===== config.mk =====
export PLATFORM = sky130hd
export DESIGN_NAME = waveform_peak_decimator
export DESIGN_NICKNAME = d
export VERILOG_FILES = /design/src/wpd_pkg.sv /design/src/waveform_peak_decimator.sv /design/src/wpd_queue.sv /design/src/wpd_front.sv /design/src/wpd_back.sv
export SDC_FILE = /design/constraint.sdc
export NUM_CORES = 2
export LEC_CHECK = 0
export ABC_AREA = 1
export BUFFER_PORTS_ARGS = -buffer_cell sky130_fd_sc_hd__buf_2
export CAP_MARGIN = 10
export CORE_MARGIN = 8
export CORE_UTILIZATION = 45
export DETAILED_ROUTE_END_ITERATION = 6
export SYNTH_ARGS = -nofsm -noshare
export SYNTH_HDL_FRONTEND = slang
export SYNTH_SLANG_ARGS = --single-unit

===== constraint.sdc =====
create_clock -name clk -period 7.3 [get_ports clk]
set_input_delay 0.365 -clock clk [delete_from_list [all_inputs] [get_ports clk]]
set_output_delay 0.365 -clock clk [all_outputs]
set_load 0.02 [all_outputs]

===== src/wpd_pkg.sv =====
// Shared types and constants for the waveform peak decimator.
// No dependencies; imported by every module of the block.
package wpd_pkg;

	localparam int FRAME_BITS_DEF  = 24;
	localparam int SAMPLE_BITS_DEF = 16;

	localparam int COL_BITS   = 16;
	localparam int GRID_BITS  = 24;
	localparam int ROW_BITS   = 13;
	localparam int VIEW_BITS  = 12;
	localparam int HALF_BITS  = VIEW_BITS - 1;
	localparam int RATIO_BITS = 32;

	localparam logic [RATIO_BITS-1:0] RATIO_ONE = 32'h0001_0000;

	localparam int QUEUE_DEPTH = 4;
	localparam int QPTR_W      = $clog2(QUEUE_DEPTH);

	localparam int ADDR_W = 5;
	localparam int DATA_W = 32;

	typedef enum logic [2:0] {
		REG_RATIO    = 3'd0,
		REG_COLUMNS  = 3'd1,
		REG_VIEW_TOP = 3'd2,
		REG_VIEW_HT  = 3'd3,
		REG_GRID     = 3'd4,
		REG_STEREO   = 3'd5
	} reg_idx_t;

	typedef enum logic {
		KIND_COLUMN = 1'b0,
		KIND_GRID   = 1'b1
	} kind_t;

	typedef struct packed {
		logic [RATIO_BITS-1:0] frames_per_pixel;
		logic [COL_BITS-1:0]   column_count;
		logic [VIEW_BITS-1:0]  view_top;
		logic [VIEW_BITS-1:0]  view_height;
		logic [GRID_BITS-1:0]  grid_interval;
		logic                  stereo;
	} cfg_t;

	// control part of one queued request; the two peaks follow it in the queue word
	typedef struct packed {
		logic                 grid_hit;
		logic                 col_close;
		logic [COL_BITS-1:0]  column;
		logic [GRID_BITS-1:0] grid_frame;
	} entry_ctl_t;

	localparam int CTL_W = $bits(entry_ctl_t);

endpackage


===== src/waveform_peak_decimator.sv =====
// Top level of the waveform peak decimator: register file, front, queue, back.
// Depends on wpd_pkg, wpd_front, wpd_queue and wpd_back.
//
//   channel   direction  handshake                      payload
//   frame     in         frame_valid / frame_ready      sample_left, sample_right, end_of_wave
//   result    out        result_valid / result_ready    kind, column_index, top_row,
//                                                       bottom_row, grid_frame, run_last
//   apb       in         psel, penable, pwrite, pready  paddr, pwdata, prdata
//
// One frame per cycle is accepted while the request queue has room.
// A frame that closes a column yields its result through the queue, the multiply stage
// and the output register; the output register sends one result per cycle while result_ready
// does not stall it, so a frame with a grid marker and a column close sends two results, grid first.
// A stalled output backs up through the four-entry queue before frame_ready drops.
// Reset clears all counters and loads default register values; no clearing pass.
module waveform_peak_decimator import wpd_pkg::*; #(
	parameter int FRAME_BITS  = FRAME_BITS_DEF,
	parameter int SAMPLE_BITS = SAMPLE_BITS_DEF
) (
	input  logic                          clk,
	input  logic                          arst_n,
	input  logic                          psel,
	input  logic                          penable,
	input  logic                          pwrite,
	input  logic [ADDR_W-1:0]             paddr,
	input  logic [DATA_W-1:0]             pwdata,
	output logic [DATA_W-1:0]             prdata,
	output logic                          pready,
	input  logic                          frame_valid,
	output logic                          frame_ready,
	input  logic signed [SAMPLE_BITS-1:0] sample_left,
	input  logic signed [SAMPLE_BITS-1:0] sample_right,
	input  logic                          end_of_wave,
	output logic                          result_valid,
	input  logic                          result_ready,
	output logic                          kind,
	output logic [COL_BITS-1:0]           column_index,
	output logic [ROW_BITS-1:0]           top_row,
	output logic [ROW_BITS-1:0]           bottom_row,
	output logic [GRID_BITS-1:0]          grid_frame,
	output logic                          run_last
);

	localparam int ENTRY_W = CTL_W + 2 * (SAMPLE_BITS + 1);

	cfg_t               cfg_q;
	reg_idx_t           idx;
	logic               wr_en;
	logic               push;
	logic [ENTRY_W-1:0] push_data;
	logic               q_not_full;
	logic               pop;
	logic [ENTRY_W-1:0] head;
	logic               q_not_empty;

	assign pready = 1'b1;
	assign idx    = reg_idx_t'(paddr[ADDR_W-1:2]);
	assign wr_en  = psel && penable && pwrite && pready;

	always_ff @(posedge clk or negedge arst_n) begin
		if (!arst_n) begin
			cfg_q.frames_per_pixel <= RATIO_ONE;
			cfg_q.column_count     <= COL_BITS'(1);
			cfg_q.view_top         <= '0;
			cfg_q.view_height      <= VIEW_BITS'(1);
			cfg_q.grid_interval    <= '0;
			cfg_q.stereo           <= 1'b1;
		end else if (wr_en) begin
			unique case (idx)
				REG_RATIO:    cfg_q.frames_per_pixel <= pwdata[RATIO_BITS-1:0];
				REG_COLUMNS:  cfg_q.column_count     <= pwdata[COL_BITS-1:0];
				REG_VIEW_TOP: cfg_q.view_top         <= pwdata[VIEW_BITS-1:0];
				REG_VIEW_HT:  cfg_q.view_height      <= pwdata[VIEW_BITS-1:0];
				REG_GRID:     cfg_q.grid_interval    <= pwdata[GRID_BITS-1:0];
				REG_STEREO:   cfg_q.stereo           <= pwdata[0];
				default:      cfg_q                  <= cfg_q;
			endcase
		end
	end

	always_comb begin
		unique case (idx)
			REG_RATIO:    prdata = DATA_W'(cfg_q.frames_per_pixel);
			REG_COLUMNS:  prdata = DATA_W'(cfg_q.column_count);
			REG_VIEW_TOP: prdata = DATA_W'(cfg_q.view_top);
			REG_VIEW_HT:  prdata = DATA_W'(cfg_q.view_height);
			REG_GRID:     prdata = DATA_W'(cfg_q.grid_interval);
			REG_STEREO:   prdata = DATA_W'(cfg_q.stereo);
			default:      prdata = '0;
		endcase
	end

	wpd_front #(
		.FRAME_BITS  (FRAME_BITS),
		.SAMPLE_BITS (SAMPLE_BITS)
	) u_front (
		.clk          (clk),
		.arst_n       (arst_n),
		.cfg          (cfg_q),
		.frame_valid  (frame_valid),
		.frame_ready  (frame_ready),
		.sample_left  (sample_left),
		.sample_right (sample_right),
		.end_of_wave  (end_of_wave),
		.push         (push),
		.push_data    (push_data),
		.q_not_full   (q_not_full)
	);

	wpd_queue #(
		.ENTRY_W (ENTRY_W)
	) u_queue (
		.clk       (clk),
		.arst_n    (arst_n),
		.push      (push),
		.push_data (push_data),
		.not_full  (q_not_full),
		.pop       (pop),
		.head      (head),
		.not_empty (q_not_empty)
	);

	wpd_back #(
		.SAMPLE_BITS (SAMPLE_BITS)
	) u_back (
		.clk          (clk),
		.arst_n       (arst_n),
		.cfg          (cfg_q),
		.head         (head),
		.q_not_empty  (q_not_empty),
		.pop          (pop),
		.result_valid (result_valid),
		.result_ready (result_ready),
		.kind         (kind),
		.column_index (column_index),
		.top_row      (top_row),
		.bottom_row   (bottom_row),
		.grid_frame   (grid_frame),
		.run_last     (run_last)
	);

endmodule


===== src/wpd_queue.sv =====
// Small FIFO of pending requests between the front and back parts.
// Depends on wpd_pkg for its depth.
module wpd_queue import wpd_pkg::*; #(
	parameter int ENTRY_W = 8
) (
	input  logic               clk,
	input  logic               arst_n,
	input  logic               push,
	input  logic [ENTRY_W-1:0] push_data,
	output logic               not_full,
	input  logic               pop,
	output logic [ENTRY_W-1:0] head,
	output logic               not_empty
);

	logic [ENTRY_W-1:0] mem_q [QUEUE_DEPTH];
	logic [QPTR_W-1:0]  wr_q;
	logic [QPTR_W-1:0]  rd_q;
	logic [QPTR_W:0]    cnt_q;

	always_ff @(posedge clk) begin
		if (push) begin
			mem_q[wr_q] <= push_data;
		end
	end

	always_ff @(posedge clk or negedge arst_n) begin
		if (!arst_n) begin
			wr_q  <= '0;
			rd_q  <= '0;
			cnt_q <= '0;
		end else begin
			if (push) begin
				wr_q <= wr_q + 1'b1;
			end
			if (pop) begin
				rd_q <= rd_q + 1'b1;
			end
			case ({push, pop})
				2'b10:   cnt_q <= cnt_q + 1'b1;
				2'b01:   cnt_q <= cnt_q - 1'b1;
				default: cnt_q <= cnt_q;
			endcase
		end
	end

	assign head      = mem_q[rd_q];
	assign not_full  = cnt_q != (QPTR_W+1)'(QUEUE_DEPTH);
	assign not_empty = cnt_q != '0;

endmodule


===== src/wpd_front.sv =====
// Front part: accepts frames, tracks peaks, column boundary and grid countdown,
// and, while columns remain, queues a request per frame that closes a column or hits a grid line. Uses wpd_pkg.
module wpd_front import wpd_pkg::*; #(
	parameter int FRAME_BITS  = FRAME_BITS_DEF,
	parameter int SAMPLE_BITS = SAMPLE_BITS_DEF
) (
	input  logic                                    clk,
	input  logic                                    arst_n,
	input  cfg_t                                    cfg,
	input  logic                                    frame_valid,
	output logic                                    frame_ready,
	input  logic signed [SAMPLE_BITS-1:0]           sample_left,
	input  logic signed [SAMPLE_BITS-1:0]           sample_right,
	input  logic                                    end_of_wave,
	output logic                                    push,
	output logic [CTL_W+2*(SAMPLE_BITS+1)-1:0]      push_data,
	input  logic                                    q_not_full
);

	localparam int PW = SAMPLE_BITS + 1;
	localparam int BW = FRAME_BITS + 16;

	logic [FRAME_BITS-1:0]  frame_q;
	logic [COL_BITS-1:0]    col_q;
	logic [BW-1:0]          bound_q;
	logic signed [PW-1:0]   peak_hi_q;
	logic signed [PW-1:0]   peak_lo_q;
	logic [GRID_BITS-1:0]   grid_cnt_q;

	logic                   accept;
	logic                   active;
	logic signed [PW-1:0]   avg;
	logic signed [PW-1:0]   hi_n;
	logic signed [PW-1:0]   lo_n;
	logic [RATIO_BITS-1:0]  ratio;
	logic [BW:0]            bound_sum;
	logic [BW-1:0]          bound_n;
	logic [FRAME_BITS:0]    k_inc;
	logic                   close;
	logic                   grid_on;
	logic                   hit;
	entry_ctl_t             ctl;

	assign frame_ready = q_not_full;
	assign accept      = frame_valid && frame_ready;
	assign active      = col_q < cfg.column_count;

	always_comb begin
		if (cfg.stereo) begin
			avg = {sample_left[SAMPLE_BITS-1], sample_left}
				+ {sample_right[SAMPLE_BITS-1], sample_right};
		end else begin
			avg = {sample_left, 1'b0};
		end
		hi_n = peak_hi_q;
		lo_n = peak_lo_q;
		if (avg > peak_hi_q) begin
			hi_n = avg;
		end else if (avg <= peak_lo_q) begin
			lo_n = avg;
		end
	end

	assign ratio     = (cfg.frames_per_pixel < RATIO_ONE) ? RATIO_ONE : cfg.frames_per_pixel;
	assign bound_sum = {1'b0, bound_q} + (BW+1)'(ratio);
	assign bound_n   = bound_sum[BW] ? {BW{1'b1}} : bound_sum[BW-1:0];
	assign k_inc     = {1'b0, frame_q} + 1'b1;
	assign close     = end_of_wave || (k_inc >= {1'b0, bound_q[BW-1:16]});
	assign grid_on   = cfg.grid_interval != '0;
	assign hit       = grid_on && (frame_q != '0) && (grid_cnt_q == '0);

	always_comb begin
		ctl.grid_hit   = hit;
		ctl.col_close  = close;
		ctl.column     = col_q;
		ctl.grid_frame = GRID_BITS'(frame_q);
	end

	assign push      = accept && active && (hit || close);
	assign push_data = {ctl, hi_n, lo_n};

	always_ff @(posedge clk or negedge arst_n) begin
		if (!arst_n) begin
			frame_q    <= '0;
			col_q      <= '0;
			bound_q    <= BW'(RATIO_ONE);
			peak_hi_q  <= '0;
			peak_lo_q  <= '0;
			grid_cnt_q <= '0;
		end else if (accept) begin
			if (end_of_wave) begin
				frame_q    <= '0;
				col_q      <= '0;
				bound_q    <= BW'(ratio);
				peak_hi_q  <= '0;
				peak_lo_q  <= '0;
				grid_cnt_q <= cfg.grid_interval;
			end else if (active) begin
				frame_q <= frame_q + 1'b1;
				if (grid_on) begin
					if (frame_q == '0 || grid_cnt_q == '0) begin
						grid_cnt_q <= cfg.grid_interval - 1'b1;
					end else begin
						grid_cnt_q <= grid_cnt_q - 1'b1;
					end
				end
				if (close) begin
					col_q     <= col_q + 1'b1;
					bound_q   <= bound_n;
					peak_hi_q <= '0;
					peak_lo_q <= '0;
				end else begin
					peak_hi_q <= hi_n;
					peak_lo_q <= lo_n;
				end
			end
		end
	end

endmodule


===== src/wpd_back.sv =====
// Back part: scales queued peaks to screen rows and sends grid markers and
// column results one per cycle, when result_ready allows, through an output register. Uses wpd_pkg.
module wpd_back import wpd_pkg::*; #(
	parameter int SAMPLE_BITS = SAMPLE_BITS_DEF
) (
	input  logic                               clk,
	input  logic                               arst_n,
	input  cfg_t                               cfg,
	input  logic [CTL_W+2*(SAMPLE_BITS+1)-1:0] head,
	input  logic                               q_not_empty,
	output logic                               pop,
	output logic                               result_valid,
	input  logic                               result_ready,
	output logic                               kind,
	output logic [COL_BITS-1:0]                column_index,
	output logic [ROW_BITS-1:0]                top_row,
	output logic [ROW_BITS-1:0]                bottom_row,
	output logic [GRID_BITS-1:0]               grid_frame,
	output logic                               run_last
);

	localparam int PW  = SAMPLE_BITS + 1;
	localparam int PHW = SAMPLE_BITS + HALF_BITS;
	localparam int PLW = SAMPLE_BITS + 1 + HALF_BITS;

	entry_ctl_t              h_ctl;
	logic signed [PW-1:0]    h_hi;
	logic signed [PW-1:0]    h_lo;
	logic [HALF_BITS-1:0]    half;
	logic [PW-1:0]           mag_lo;
	logic [PHW-1:0]          prod_hi;
	logic [PLW-1:0]          prod_lo;

	logic                    valid_s1;
	logic                    grid_s1;
	logic                    colp_s1;
	logic [COL_BITS-1:0]     col_s1;
	logic [GRID_BITS-1:0]    gframe_s1;
	logic [PHW-1:0]          phi_s1;
	logic [PLW-1:0]          plo_s1;

	logic                    out_free;
	logic                    take;
	logic                    last;
	logic [PHW:0]            hi_round;
	logic [HALF_BITS:0]      off_hi;
	logic [HALF_BITS:0]      off_lo;
	logic signed [ROW_BITS:0] vt_s;
	logic signed [ROW_BITS:0] zero_s;
	logic signed [ROW_BITS:0] top_s;
	logic signed [ROW_BITS:0] bot_s;
	logic signed [ROW_BITS:0] lim_s;
	logic signed [ROW_BITS:0] top_c;
	logic signed [ROW_BITS:0] bot_c;

	logic                    valid_q;
	kind_t                   kind_q;
	logic [COL_BITS-1:0]     col_q;
	logic [ROW_BITS-1:0]     top_q;
	logic [ROW_BITS-1:0]     bot_q;
	logic [GRID_BITS-1:0]    gframe_q;
	logic                    last_q;

	assign h_ctl   = entry_ctl_t'(head[CTL_W+2*PW-1:2*PW]);
	assign h_hi    = head[2*PW-1:PW];
	assign h_lo    = head[PW-1:0];
	assign half    = cfg.view_height[VIEW_BITS-1:1];
	assign mag_lo  = '0 - h_lo;
	assign prod_hi = PHW'(h_hi[SAMPLE_BITS-1:0]) * PHW'(half);
	assign prod_lo = PLW'(mag_lo) * PLW'(half);

	assign out_free = !valid_q || result_ready;
	assign take     = valid_s1 && out_free;
	assign last     = take && (grid_s1 ? !colp_s1 : 1'b1);
	assign pop      = q_not_empty && (!valid_s1 || last);

	always_ff @(posedge clk) begin
		if (pop) begin
			col_s1    <= h_ctl.column;
			gframe_s1 <= h_ctl.grid_frame;
			phi_s1    <= prod_hi;
			plo_s1    <= prod_lo;
		end
	end

	always_ff @(posedge clk or negedge arst_n) begin
		if (!arst_n) begin
			valid_s1 <= 1'b0;
			grid_s1  <= 1'b0;
			colp_s1  <= 1'b0;
		end else if (pop) begin
			valid_s1 <= 1'b1;
			grid_s1  <= h_ctl.grid_hit;
			colp_s1  <= h_ctl.col_close;
		end else if (last) begin
			valid_s1 <= 1'b0;
		end else if (take) begin
			grid_s1 <= 1'b0;
		end
	end

	always_comb begin
		hi_round = {1'b0, phi_s1} + {{(HALF_BITS+1){1'b0}}, {SAMPLE_BITS{1'b1}}};
		off_hi   = hi_round[PHW:SAMPLE_BITS];
		off_lo   = plo_s1[PLW-1:SAMPLE_BITS];
		vt_s     = signed'({2'b00, cfg.view_top});
		zero_s   = vt_s + signed'({3'b000, half});
		top_s    = zero_s - signed'({2'b00, off_hi});
		bot_s    = zero_s + signed'({2'b00, off_lo});
		lim_s    = vt_s + signed'({2'b00, cfg.view_height}) - 14'sd1;
		if (lim_s < vt_s) begin
			lim_s = vt_s;
		end
		top_c = (top_s < vt_s) ? vt_s : top_s;
		bot_c = (bot_s > lim_s) ? lim_s : bot_s;
	end

	always_ff @(posedge clk) begin
		if (take) begin
			col_q <= col_s1;
			if (grid_s1) begin
				kind_q   <= KIND_GRID;
				top_q    <= '0;
				bot_q    <= '0;
				gframe_q <= gframe_s1;
				last_q   <= !colp_s1;
			end else begin
				kind_q   <= KIND_COLUMN;
				top_q    <= top_c[ROW_BITS-1:0];
				bot_q    <= bot_c[ROW_BITS-1:0];
				gframe_q <= '0;
				last_q   <= 1'b1;
			end
		end
	end

	always_ff @(posedge clk or negedge arst_n) begin
		if (!arst_n) begin
			valid_q <= 1'b0;
		end else if (take) begin
			valid_q <= 1'b1;
		end else if (result_ready) begin
			valid_q <= 1'b0;
		end
	end

	assign result_valid = valid_q;
	assign kind         = kind_q;
	assign column_index = col_q;
	assign top_row      = top_q;
	assign bottom_row   = bot_q;
	assign grid_frame   = gframe_q;
	assign run_last     = last_q;

endmodule

==> impl_metrics.json <==
{
  "run_status": "finished, final reports clean",
  "synth_cells": 5841,
  "crit_fanout": 9,
  "hold_viol_final": 0,
  "end_kind": "flop",
  "fill_cells": 10500,
  "grtUsageTotal_pct": 22.7,
  "path_clk_slew_ns": 0.06,
  "coreArea_sq_um": 110000,
  "synth_fa_ha_area_share_pct": 19.3,
  "synth_top_family_by_area": "simple AND/OR/NAND/NOR gates",
  "ios": 180,
  "synthesis.area_sq_um": 49700,
  "min_path_cells": 3,
  "cts_buffer_depth": 3,
  "netlist_top_cells_area": "edfxtp_1, dfrtp_1, fa_1, nand2_1, ha_1",
  "cts-root-buf": "clkbuf_16",
  "hpwl_microns": 103000,
  "place_ws_ns": 0.275,
  "hold_class": "input port to flop",
  "avgSynthCellArea_sq_um": 8.52,
  "gp_congestion": 0.911,
  "cts_tree": "yes",
  "synthSimpleGateAreaFrac_pct": 19.9,
  "initial_core_util_pct": 45.1,
  "wl_per_cell_microns": 18.5,
  "final_max_slew_viol_count": 0,
  "gr-total-overflow": 0,
  "ys_async_sr_fraction_pct": 35.5,
  "setup_ws_ns": 0.466,
  "synth_mux_area_share_pct": 0,
  "max_cap_viol_count": 0,
  "h-tree-depth": 3,
  "synth-seq-cells": 693,
  "numPortBuffers": 176,
  "arrival_ns": 7.22,
  "die_w_microns": 348,
  "numCtsBuffers": 77,
  "synth_area_leader_cell": "edfxtp_1",
  "finalClockSkew_ns": 0.0437,
  "antenna_found_initial": 3,
  "grt_max_degree": 139,
  "drive_above_1_share_pct": 8.22,
  "die_h_microns": 348,
  "crit-reg2reg-capture": "u_back.plo_s1[27]$_DFFE_PP_",
  "ys_types": 72,
  "drt_iter0_markers": 2850,
  "antenna_cells": 0,
  "antenna_left": 0,
  "fin_crit_ns": 6.83,
  "yosysWarnings": 0,
  "fmax_ghz": 0.146,
  "clock_sinks": 693,
  "synth_ff_type": "edfxtp_1",
  "cp_slowest_stage_delay_ns": 0.55,
  "slowest_stage": "dfrtp_4",
  "dieArea_sq_um": 121000,
  "r2r_cells": 29,
  "setup_violations": 0,
  "regToRegStartpoint": "u_queue.rd_q[0]$_DFFE_PN0P_",
  "synth_xor_area_share_pct": 2.92,
  "min_from": "pwdata[14]",
  "grt_pass1_vias": 39600,
  "grt_pass1_wl_microns": 221000,
  "cp.required_ns": 7.69,
  "reg2reg_setup_slack_ns": 0.47,
  "cpMostUsedCell": "nand2_1",
  "rows": 122,
  "final_cells": 7561,
  "synth_edf_count": 447,
  "worstSetupPathType": "flop to flop",
  "regArea_sq_um": 19600,
  "synth_top_area_share_pct": 27.0,
  "route.detailed.drc": 0,
  "dpl.cell_count": 7398,
  "routed_wl_microns": 140000,
  "fin_nets": 6698,
  "syn_to_final_growth_pct": 11.0,
  "firstDrtPassIters": 6,
  "hold-path-endpoint": "cfg_q[15]$_DFFE_PN0P_",
  "vias": 39800,
  "ys_seq_area_share_pct": 39.4,
  "syn_nets": 6528,
  "synth_compound_area_share_pct": 10.1,
  "tightest_slew_ns": 1.19,
  "multiInputGateArea_sq_um": 26100,
  "clock_latency_ns": 0.67,
  "slew-limit-headroom_pct": 20.2,
  "fin_crit_sh_pct": 93.6,
  "startpoint_type": "flop",
  "viasPerCell": 5.27
}
==> critical path, delay by kind of cell, from the launching register on <==
family                     cells  cell delay, ns
AOI/OAI and AO/OA              6            0.82
adders and majority gates      6            2.92
buffers and inverters          7            0.75
and+or+nand+nor                9            1.38
xor gates and xnor gates       1            0.14
DFF                            1            0.55
==> placed cells by master, fill, tap and decap left out, types with 50 or more instances in the layout <==
cell type / n
nand2_1: 1342
inv_1: 852
nor2_1: 566
edfxtp_1: 447
o21ai_0: 383
ha_1: 344
a21oi_1: 284
nand3_1: 266
fa_1: 265
dfrtp_1: 239
buf_2: 175
xor2_1: 110
buf_4: 79
clkbuf_16: 77
o22ai_1: 69
o21ai_1: 54
xnor2_1: 50
==> sequential cells by signal (all words and copies together) (netlist names), 16 cells and up <==
name                 cells
cfg_q                   97
u_back.col_s1           16
u_back.column_index     16
u_back.gframe_s1        24
u_back.grid_frame       24
u_back.phi_s1           27
u_front.bound_q         40
u_front.col_q           16
u_front.frame_q         24
u_front.grid_cnt_q      24
u_front.peak_hi_q       17
u_front.peak_lo_q       17
u_queue.mem_q          300
==> Yosys cell counts (69+ instances only) <==
library cell and count:
fa_1 265, xor2_1 110, dfrtp_1 241, nand2_1 1348, inv_1 857, clkbuf_1 134, nand3_1 266, a21oi_1 286
ha_1 345, o21ai_0 384, o22ai_1 69, edfxtp_1 447, nor2_1 572
==> layout make-up <==
| type | count | share of cell area [%] |
|---|---|---|
| clock inverters | 44 | 0.927 |
| inverters | 879 | 6.00 |
| flip-flops and latches | 693 | 35.5 |
| repair buffers | 283 | 3.31 |
| clock buffers | 97 | 3.66 |
| multi-input cells | 4077 | 47.2 |
| well taps | 1488 | 3.37 |
==> through the flow <==
stage	hold WS [ns]	setup TNS (ns)	util (%)	area, sq um
after floorplan	0.0694	0	-	49700
after global placement	0.405	0	47.5	52400
after detailed placement	0.405	0	47.5	52400
after CTS	0.000629	0	50.0	55100
after global routing	0.0641	-0.0390	50.1	55200
final	0.0347	0	50.1	55200
==> routing by layer <==
layer | vias to the layer above | GRT usage, % | routed length, microns
li1 | 19400 | - | -
met1 | 19200 | 30.5 | 61600
met2 | 993 | 38.7 | 67100
met3 | 231 | 2.55 | 6650
met4 | 0 | 6.88 | 4250
met5 | - | 0 | 0
==> cells by family (layout without fill, tap and decap cells) <==
logic type	count (synthesis)	in the layout
other	1	1
AOI/OAI and AO/OA	919	919
buffers and inverters	1071	1303
and+or+nand+nor	2384	2384
adders and majority gates	610	610
DFF	693	693
xor gates and xnor gates	163	163
==> worst max-delay path by stage <==
stage / start / end / slack (ns) / cells after the start
after detailed placement: u_queue.rd_q[0]$_DFFE_PN0P_ / u_back.plo_s1[27]$_DFFE_PP_ / 0.27 / 30
after global routing: u_queue.rd_q[0]$_DFFE_PN0P_ / u_back.plo_s1[27]$_DFFE_PP_ / -0.04 / 30
final: u_queue.rd_q[0]$_DFFE_PN0P_ / u_back.plo_s1[27]$_DFFE_PP_ / 0.47 / 29
after CTS: u_queue.rd_q[0]$_DFFE_PN0P_ / u_back.plo_s1[27]$_DFFE_PP_ / 0.24 / 30
after floorplan: u_front.frame_q[2]$_DFFE_PN0P_ / u_queue.mem_q[0][0]$_DFFE_PP_ / 0.66 / 22
after global placement: u_queue.rd_q[0]$_DFFE_PN0P_ / u_back.plo_s1[27]$_DFFE_PP_ / 0.32 / 30
==> repair_timing <==
item,CTS,global route
resized for setup,0,22
setup buffers,0,2
hold buffers,20,0
setup endpoints to repair,0,4
hold endpoints to repair,132,0
Power is not shown: default switching activity piles up to over one toggle a cycle in this logic, so the estimate is an artifact.
